--- src/hdl/uitf_pkg.sv ---
`timescale 1ns / 1ps

package uitf_pkg;

    localparam int KIND_W    = 2;
    localparam int BYTE_W    = 8;
    localparam int STAMP_W   = 32;
    localparam int ERR_W     = 3;
    localparam int INDEX_W   = 8;
    localparam int LEN_W     = 9;
    localparam int THR_W     = 9;
    localparam int TIMEOUT_W = 16;
    localparam int SCALE_W   = 8;

    localparam int PADDR_W   = 4;
    localparam int PDATA_W   = 32;

    localparam logic [THR_W-1:0]     THR_RST     = THR_W'(128);
    localparam logic [TIMEOUT_W-1:0] TIMEOUT_RST = TIMEOUT_W'(20);
    localparam logic [SCALE_W-1:0]   SCALE_RST   = SCALE_W'(2);

    typedef enum logic [KIND_W-1:0] {
        KIND_BYTE    = 2'd0,
        KIND_TICK    = 2'd1,
        KIND_RESTART = 2'd2,
        KIND_READ    = 2'd3
    } kind_t;

    typedef enum logic [1:0] {
        REG_THRESHOLD = 2'd0,
        REG_TIMEOUT   = 2'd1,
        REG_SCALE     = 2'd2,
        REG_NONE      = 2'd3
    } reg_idx_t;

    typedef struct packed {
        kind_t               kind;
        logic [BYTE_W-1:0]   rx_byte;
        logic [STAMP_W-1:0]  now_stamp;
        logic [ERR_W-1:0]    line_errors;
        logic [INDEX_W-1:0]  read_index;
    } item_t;

    typedef struct packed {
        logic                frame_done;
        logic [LEN_W-1:0]    frame_length;
        logic [ERR_W-1:0]    error_flags;
        logic [STAMP_W-1:0]  max_gap;
        logic [BYTE_W-1:0]   read_data;
        logic                receiving;
    } result_t;

endpackage

--- src/hdl/uart_rx_idle_timeout_framer_top.sv ---
`timescale 1ns / 1ps

// UART receive framer with idle timeout.
// Item channel (item, item_valid, item_stall): one request per byte received,
// timer tick, frame restart or buffer read. Result channel (result,
// result_valid, result_stall): exactly one result per request, in order.
// A request is held in the input register, where the frame state is
// updated and the buffer read or written, and then lands in the result
// register, which drives result_valid. One request is taken every cycle
// while the result side keeps up.
// The buffer has one write and one read port; reads are issued from the
// incoming request on acceptance and a write on the same edge is forwarded.
// When result_stall is high the result is held and the input register
// fills; item_stall then rises until the result is taken.
// Reset clears the frame (no bytes, countdown and gap zero, accepting) and
// loads threshold 128, timeout 20 and gap scale 2. The buffer is not cleared:
// only positions below the current length are ever returned.
// Configuration is via the APB port (0x0 threshold, 0x4 timeout, 0x8 gap scale);
// the user ensures it is written while no request is in flight; nothing checks.
module uart_rx_idle_timeout_framer_top
    import uitf_pkg::*;
#(
    parameter int BUFFER_BYTES = 256
) (
    input  logic                clk,
    input  logic                rst_n,

    input  item_t               item,
    input  logic                item_valid,
    output logic                item_stall,

    output result_t             result,
    output logic                result_valid,
    input  logic                result_stall,

    input  logic                psel,
    input  logic                penable,
    input  logic                pwrite,
    input  logic [PADDR_W-1:0]  paddr,
    input  logic [PDATA_W-1:0]  pwdata,
    output logic [PDATA_W-1:0]  prdata,
    output logic                pready
);

    localparam int AW  = (BUFFER_BYTES > 2) ? $clog2(BUFFER_BYTES) : 1;
    localparam int CW  = $clog2(BUFFER_BYTES + 1);
    localparam int IW  = (AW > INDEX_W) ? AW : INDEX_W;
    localparam int RCW = (CW > INDEX_W) ? CW : INDEX_W;
    localparam int TCW = (CW > THR_W) ? CW : THR_W;
    localparam logic [CW-1:0] CNT_MAX = CW'(BUFFER_BYTES);

    // configuration
    logic [THR_W-1:0]     thr_reg;
    logic [TIMEOUT_W-1:0] timeout_reg;
    logic [SCALE_W-1:0]   scale_reg;
    reg_idx_t             cfg_idx;
    logic                 cfg_wr;

    // pipeline
    item_t        stage_reg;
    logic         stage_vld_reg;
    result_t      result_reg, result_next;
    logic         result_vld_reg;
    logic         out_free;
    logic         adv;
    logic         accept;

    // frame state
    logic [CW-1:0]        cnt_reg, cnt_next;
    logic [TIMEOUT_W-1:0] cd_reg, cd_next;
    logic [ERR_W-1:0]     err_reg, err_next;
    logic [STAMP_W-1:0]   gap_reg, gap_next;
    logic [STAMP_W-1:0]   prev_reg, prev_next;
    logic                 acc_reg, acc_next;
    logic                 done;

    // buffer
    logic [BYTE_W-1:0]  mem [BUFFER_BYTES];
    logic [BYTE_W-1:0]  rd_data_reg;
    logic               wr_en;
    logic [AW-1:0]      wr_addr;
    logic [IW-1:0]      ridx_ext;
    logic [AW-1:0]      rd_addr;
    logic [STAMP_W-1:0] gap;

    assign pready  = 1'b1;
    assign cfg_idx = reg_idx_t'(paddr[3:2]);
    assign cfg_wr  = psel && penable && pwrite && pready;

    always_comb
    begin
        case (cfg_idx)
            REG_THRESHOLD: prdata = PDATA_W'(thr_reg);
            REG_TIMEOUT:   prdata = PDATA_W'(timeout_reg);
            REG_SCALE:     prdata = PDATA_W'(scale_reg);
            default:       prdata = '0;
        endcase
    end

    always_ff @(posedge clk or negedge rst_n)
    begin
        if (!rst_n)
        begin
            thr_reg     <= THR_RST;
            timeout_reg <= TIMEOUT_RST;
            scale_reg   <= SCALE_RST;
        end
        else if (cfg_wr)
        begin
            case (cfg_idx)
                REG_THRESHOLD: thr_reg     <= pwdata[THR_W-1:0];
                REG_TIMEOUT:   timeout_reg <= pwdata[TIMEOUT_W-1:0];
                REG_SCALE:     scale_reg   <= pwdata[SCALE_W-1:0];
                default:       ;
            endcase
        end
    end

    assign out_free     = !result_vld_reg || !result_stall;
    assign adv          = stage_vld_reg && out_free;
    assign item_stall   = stage_vld_reg && !out_free;
    assign accept       = item_valid && !item_stall;
    assign result       = result_reg;
    assign result_valid = result_vld_reg;

    assign gap = stage_reg.now_stamp - prev_reg;

    always_comb
    begin
        logic [STAMP_W-1:0] scaled;
        scaled      = gap * STAMP_W'(scale_reg);
        cnt_next    = cnt_reg;
        cd_next     = cd_reg;
        err_next    = err_reg;
        gap_next    = gap_reg;
        prev_next   = prev_reg;
        acc_next    = acc_reg;
        done        = 1'b0;
        wr_en       = 1'b0;
        wr_addr     = cnt_reg[AW-1:0];
        result_next = '0;
        case (stage_reg.kind)
            KIND_BYTE:
            begin
                if (acc_reg)
                begin
                    if (cnt_reg < CNT_MAX)
                    begin
                        wr_en    = 1'b1;
                        cnt_next = cnt_reg + CW'(1);
                    end
                    cd_next   = timeout_reg;
                    prev_next = stage_reg.now_stamp;
                    // first byte of a frame has no gap to measure
                    if (cnt_next != CW'(1) && scaled > gap_reg)
                        gap_next = scaled;
                    if (TCW'(cnt_next) > TCW'(thr_reg))
                    begin
                        err_next = stage_reg.line_errors;
                        acc_next = 1'b0;
                        done     = 1'b1;
                    end
                end
            end
            KIND_TICK:
            begin
                if (cd_reg != '0)
                begin
                    cd_next = cd_reg - TIMEOUT_W'(1);
                    if (cd_reg == TIMEOUT_W'(1) && cnt_reg != '0)
                    begin
                        err_next = stage_reg.line_errors;
                        acc_next = 1'b0;
                        done     = 1'b1;
                    end
                end
            end
            KIND_RESTART:
            begin
                cnt_next = '0;
                cd_next  = '0;
                err_next = '0;
                gap_next = '0;
                acc_next = 1'b1;
            end
            default:
            begin
                if (RCW'(stage_reg.read_index) < RCW'(cnt_reg))
                    result_next.read_data = rd_data_reg;
            end
        endcase
        result_next.frame_done   = done;
        result_next.frame_length = LEN_W'(cnt_next);
        result_next.error_flags  = err_next;
        result_next.max_gap      = gap_next;
        result_next.receiving    = acc_next;
    end

    always_ff @(posedge clk or negedge rst_n)
    begin
        if (!rst_n)
        begin
            stage_vld_reg  <= 1'b0;
            result_vld_reg <= 1'b0;
            cnt_reg        <= '0;
            cd_reg         <= '0;
            err_reg        <= '0;
            gap_reg        <= '0;
            prev_reg       <= '0;
            acc_reg        <= 1'b1;
        end
        else
        begin
            if (accept)
                stage_vld_reg <= 1'b1;
            else if (adv)
                stage_vld_reg <= 1'b0;
            if (adv)
                result_vld_reg <= 1'b1;
            else if (!result_stall)
                result_vld_reg <= 1'b0;
            if (adv)
            begin
                cnt_reg  <= cnt_next;
                cd_reg   <= cd_next;
                err_reg  <= err_next;
                gap_reg  <= gap_next;
                prev_reg <= prev_next;
                acc_reg  <= acc_next;
            end
        end
    end

    always_ff @(posedge clk)
    begin
        if (accept)
            stage_reg <= item;
        if (adv)
            result_reg <= result_next;
    end

    assign ridx_ext = IW'(item.read_index);
    assign rd_addr  = ridx_ext[AW-1:0];

    // read is issued on acceptance; a write landing on the same edge is forwarded
    always_ff @(posedge clk)
    begin
        if (adv && wr_en)
            mem[wr_addr] <= stage_reg.rx_byte;
        if (accept)
        begin
            if (adv && wr_en && wr_addr == rd_addr)
                rd_data_reg <= stage_reg.rx_byte;
            else
                rd_data_reg <= mem[rd_addr];
        end
    end

endmodule

--- config.mk ---
export PLATFORM = sky130hd
export DESIGN_NAME = uart_rx_idle_timeout_framer_top
export DESIGN_NICKNAME = d
export VERILOG_FILES = /design/src/hdl/uitf_pkg.sv /design/src/hdl/uart_rx_idle_timeout_framer_top.sv
export SDC_FILE = /design/constraint.sdc
export NUM_CORES = 2
export LEC_CHECK = 0
export BUFFER_PORTS_ARGS = -buffer_cell sky130_fd_sc_hd__buf_4
export CORE_MARGIN = 2
export CORE_UTILIZATION = 55
export DETAILED_ROUTE_END_ITERATION = 12
export MAX_ROUTING_LAYER = met4
export PLACE_DENSITY = 0.74
export RECOVER_POWER = 25
export SYNTH_ARGS = -nofsm -noshare
export SYNTH_HDL_FRONTEND = slang
export SYNTH_SLANG_ARGS = --single-unit
--- constraint.sdc ---
create_clock -name clk -period 9.8 [get_ports clk]
set_clock_uncertainty 0.2 [all_clocks]
set_input_delay 0 -clock clk [delete_from_list [all_inputs] [get_ports clk]]
set_output_delay 0 -clock clk [all_outputs]
set_load 0.05 [all_outputs]
After elaboration in Yosys (flattened, before gate mapping). Memory sizes are Yosys's and may differ from the RTL's. A register that Yosys moved wholly into a read port is not among the register bits. Index checks and enable logic that the tools add are counted.

Register bits: 235. Bits in writable memories: 2048. Input port bits: 96. Output and inout bits: 89. Logic and storage cells: 102. Memories: 1.

$add $sub $neg: 3. $mul: 1. Order comparisons: 4. Equality and inequality tests: 9. Mux-type cells: 36. Bitwise gates (word level): 1. Reduce and logical (&&, ||, !) cells: 25.

Memories: mem (depth 256, width 8, rd ports 1, clocked after Yosys merged registers in 1, write ports 1, line uart_rx_idle_timeout_framer_top.sv:78) `logic [BYTE_W-1:0] mem [BUFFER_BYTES];`.

Operator list (number): 16-bit one-hot mux with 3 select lines (2); 32-bit 2-to-1 mux (2); 32-bit one-hot mux with 2 select lines (1); 9-bit 2-to-1 mux (4); 32-bit > comparator (1); 32-bit by 8-bit multiplier with 32-bit output (1); 16-bit 2-to-1 mux (2); 32-bit subtractor (1); 9-bit one-hot mux with 2 select lines (1); 1-bit 2-to-1 mux (17); 16-bit by 1-bit == test with 1-bit output (second input constant) (1); 16-bit nonzero test (1); 16-bit by 1-bit subtractor with 16-bit output (second input constant) (1); 3-bit 2-to-1 mux (4); 9-bit by 1-bit adder with 9-bit output (second input constant) (1); 9-bit > comparator (1); 8-bit by 9-bit less-than comparator with 1-bit output (1); 9-bit less-than comparator (second input constant) (1); 9-bit by 1-bit inequality test with 1-bit output (second input constant) (1); 3-bit one-hot mux with 3 select lines (1); 9-bit nonzero test (1); 1-bit logical AND (8); 2-bit AND reduction (3); 2-bit by 1-bit == test with 1-bit output (second input constant) (2); 14 further kinds (20).

Longest topological paths before layout.
Depth after elaboration: 9. Mapped depth: 44. Gate-level depth less buffers: 39.

Least setup slack after synthesis. OpenSTA, ideal clock, no wires.

Path type: flip-flop to flip-flop. From: reg prev_reg[0]. To: reg result_reg, in the netlist result[39] (data pin). Library setup time: 261 ps. Arrival: 8712 ps. Data required time: 9339 ps. Slack: 628 ps. Cell stages (with the launch flop): 39. Path buffers: 3. Period minus slack after synthesis: 9172 ps. Path through: dfrtp_1 > ha_1 > fa_1 > nand2b_1 > a21oi_1 > o21ai_0 > a21oi_1 > nor2b_1 > o311ai_0 > xor2_1 > and2_1 > fa_1 > fa_1 > fa_1 > inv_1 > fa_1 > inv_1 > ha_1 > [... 3 more ...] > a2111oi_0 > a211oi_1 > a31oi_1 > o21ai_0 > xor2_1 > xnor2_1 > xnor2_1 > ha_1 > nand4_1 > nor4_1 > nand3_1 > o211ai_1 > o211a_1 > buf_2 > clkbuf_1 > clkbuf_1 > nor3_1 > a221o_1.

Word-level cells in the longest chain between the ends: 7.

RTL lines: start, declared (line uart_rx_idle_timeout_framer_top.sv:73) `logic [STAMP_W-1:0] prev_reg, prev_next;`; start signal, assigned (line uart_rx_idle_timeout_framer_top.sv:228) `prev_reg <= prev_next;`; 32-bit subtractor (*) (line uart_rx_idle_timeout_framer_top.sv:126) `assign gap = stage_reg.now_stamp - prev_reg;`; 32-bit by 8-bit multiplier with 32-bit output (*) (line uart_rx_idle_timeout_framer_top.sv:131) `scaled = gap * STAMP_W'(scale_reg);`; 32-bit > comparator (line uart_rx_idle_timeout_framer_top.sv:155) `if (cnt_next != CW'(1) && scaled > gap_reg)`; 1-bit logical AND (line uart_rx_idle_timeout_framer_top.sv:155); 32-bit 2-to-1 mux (*) (line uart_rx_idle_timeout_framer_top.sv:155); 32-bit 2-to-1 mux (*) (line uart_rx_idle_timeout_framer_top.sv:145) `if (acc_reg)`; 32-bit one-hot mux with 2 select lines (*) (line uart_rx_idle_timeout_framer_top.sv:142) `case (stage_reg.kind)`; net gap_next[30] (line uart_rx_idle_timeout_framer_top.sv:72) `logic [STAMP_W-1:0] gap_reg, gap_next;`; end signal, assigned (line uart_rx_idle_timeout_framer_top.sv:239) `result_reg <= result_next;`; end, declared (line uart_rx_idle_timeout_framer_top.sv:62) `result_t result_reg, result_next;`.

The timed path passes the listed nets; every way through them passes the cells marked *. A chain may end at the register's enable or synchronous reset.

Worst setup path in the final report. Ends and elaborated chain as after synthesis.

==> results.py <==
metrics = {
    "hold_path": {
        "hold_class": "in -> reg",
        "hold_depth": 3,
        "worstHoldStart": "item[52]",
    },
    "setup_path": {
        "r2r-start": "prev_reg[0]",
        "reg2reg_depth": 35,
        "startpoint": "prev_reg[0]",
        "reg2reg_to": "result[39]",
        "ff2ff_setup_slack_ns": 0.44,
        "worstPathArrival_ns": 9.72,
        "cp.required_ns": 10.15,
        "worstSetupEndpoint": "result[39]",
        "cp_max_fo": 9,
        "slowest_stage": "fa_1",
        "crit_type": "reg -> reg",
        "start_kind": "flip-flop",
        "slowest_delay_ns": 0.57,
        "crit_path_end_kind": "flip-flop",
        "crit_top_cell": "fa_1",
    },
    "sta": {
        "slew_headroom_pct": -444,
        "fin_crit_ns": 9.36,
        "fmax_mhz": 107,
        "fin_crit_sh_pct": 95.5,
        "finalHoldViolations": 0,
        "setup_viol": 0,
        "worst_pin_slew_ns": 8.15,
        "fin_hold_ws_ns": 0.259,
        "maxSlewViolCount": 1466,
    },
    "layout": {
        "largest_reg_flops": 2048,
        "stdcell_count": 8245,
        "fillerInstances": 12100,
        "fin_util_pct": 62.3,
        "finalNetCount": 6080,
        "drive_above_1_share_pct": 21.4,
        "syn_to_final_growth_pct": 12.6,
    },
    "synthesis": {
        "synthCells": 5328,
        "synth.most_common_cell": "edfxtp_1",
        "syn-cell-area_mm2": 0.0988,
        "synthDistinctLibCells": 80,
        "synth_edf_count": 2163,
        "synth-seq-area-share_pct": 69.0,
        "async_reset_ff_share_pct": 5.59,
        "yosysTopAreaCell": "edfxtp_1",
        "synth_common_cells": "edfxtp_1, mux4_2, nor2_1, inv_1, nand2_1",
        "yosysTopAreaCellShare_pct": 65.7,
        "synth_warnings": 0,
        "syn_avg_cell_area_um2": 18.5,
        "ys_dominant_reg_cell": "edfxtp_1",
        "netlist_top_cells_area": "edfxtp_1, mux4_2, fa_1, dfrtp_1, ha_1",
        "ys_ff_latch": 2291,
    },
    "route": {
        "wl_per_cell_um": 29.0,
        "wl_met1_um": 90900,
        "wl_um": 239000,
        "top_layer_used": "met4",
        "viasPerCell": 6.26,
        "firstDrtPassIters": 6,
        "drt.antenna.violating_nets": 0,
        "drtIter0Drc": 6329,
        "drc": 0,
        "vias": 51600,
        "wl_met2_um": 120000,
        "dr_wl_met3_um": 19800,
    },
    "global_routing": {
        "grt_pass1_vias": 52700,
        "antenna_found_initial": 8,
        "grt_overflow": 0,
        "grt_start_max_net_pins": 219,
        "grt_usage_pct": 27.1,
        "grt_pass1_wl_um": 356000,
    },
    "status": {
        "status": "finished with violations",
        "failed_checks": "max-capacitance violations, max-slew violations",
    },
    "cts": {
        "numCtsBuffers": 213,
        "worstSkewPairLatency_ns": 0.85,
        "cts_max_level": 4,
        "clk_pin_slew_worst_paths_ns": 0.06,
        "cts_buffer_depth": 3,
        "cts_root_buffer": "clkbuf_16",
        "cts.sinks": 2291,
        "tritoncts": "yes",
    },
    "floorplanning": {
        "die_w_um": 428,
        "ioPinCount": 185,
        "core_area_mm2": 0.178,
        "rows": 155,
        "die_h_um": 428,
        "initial_utilization_pct": 55.4,
        "die_area_mm2": 0.183,
    },
    "placement": {
        "dp.cells": 7666,
        "hpwl_um": 147000,
        "place_congestion": 0.878,
        "io_buffers": 149,
    },
    "job": {
        "maxCapViolations": 19,
    },
}
-- worst min-delay path by stage --
stage,to
CTS,stage_reg[0]
floorplan,cd_reg[0]
global route,stage_reg[48]
detailed placement,prev_reg[27]
finish,stage_reg[52]
global placement,prev_reg[27]
-- layer usage --
metal | global-route usage (%) | vias to the layer above
met4 | 7.76 | 0
met3 | 4.75 | 435
li1 | - | 21700
met5 | - | -
met1 | 36.0 | 27100
met2 | 43.8 | 2385
-- per-stage QoR --
stage / cell area (um2) / worst slack, ns / setup TNS, ns
after global placement: 103000 / 0.0169 / 0
after global routing: 111000 / -0.0346 / -0.0899
after floorplan: 98900 / 0.628 / 0
final: 111000 / 0.439 / 0
after detailed placement: 103000 / -0.239 / -5.55
after CTS: 111000 / 0.00321 / 0
-- layout by cell type (no fill, tap or decap), drive strengths merged, types with 109 or more instances in the layout --
cell type | Yosys | routed
ha | 129 | 129
and2 | 189 | 189
o21ai | 165 | 165
nor2 | 367 | 367
dfrtp | 123 | 123
clkbuf | 193 | 396
inv | 258 | 268
mux4 | 680 | 680
edfxtp | 2163 | 2163
fa | 157 | 157
nand2 | 234 | 234
a21oi | 109 | 109
buf | 97 | 138
dlygate4sd3 | 0 | 164
-- kinds of logic (layout without fill, tap and decap cells) --
logic type / after synthesis / in the layout / synth area share [%]
adder cells (fa/ha/maj): 286 / 286 / 4.81
other: 2 / 24 / 0.00760
XOR/XNOR: 80 / 80 / 0.753
multiplexers: 723 / 723 / 16.0
buffers and inverters: 549 / 1089 / 2.17
AND/OR/NAND/NOR: 953 / 953 / 4.47
flip-flops: 2291 / 2291 / 69.0
AO/OA/AOI/OAI: 444 / 444 / 2.82
-- critical path: cells and delay by family (launching register included) --
family	cells	cell delay (ns)
fa+ha+maj	8	3.16
compound gates	13	2.93
simple gates	7	1.10
xor+xnor	4	0.79
buf+inv	3	0.49
flops	1	0.39
-- layout make-up --
cell class	count	area, um2	area share (%)
Clock buffer	268	5680	5.11
Timing Repair Buffer	430	3420	3.07
Multi-Input combinational cell	2503	28800	25.9
Antenna cell	7	17.5	0.0157
Sequential cell	2291	68200	61.3
Clock inverter	132	1250	1.13
Inverter	259	972	0.874
Tap cell	2355	2950	2.65
-- repair_timing --
action / 4_1_cts / 5_1_grt
gates cloned: 0 / 0
gates resized for setup: 8 / 46
pin swaps: 0 / 18
endpoints found under the hold margin: 317 / 0
buffers inserted: 0 / 7
hold buffers: 165 / 0
endpoints found under the setup margin: 61 / 64
Power is left out: the tool's default activity adds up to more than one toggle a clock period on the data nets, which glitch-free logic cannot reach.
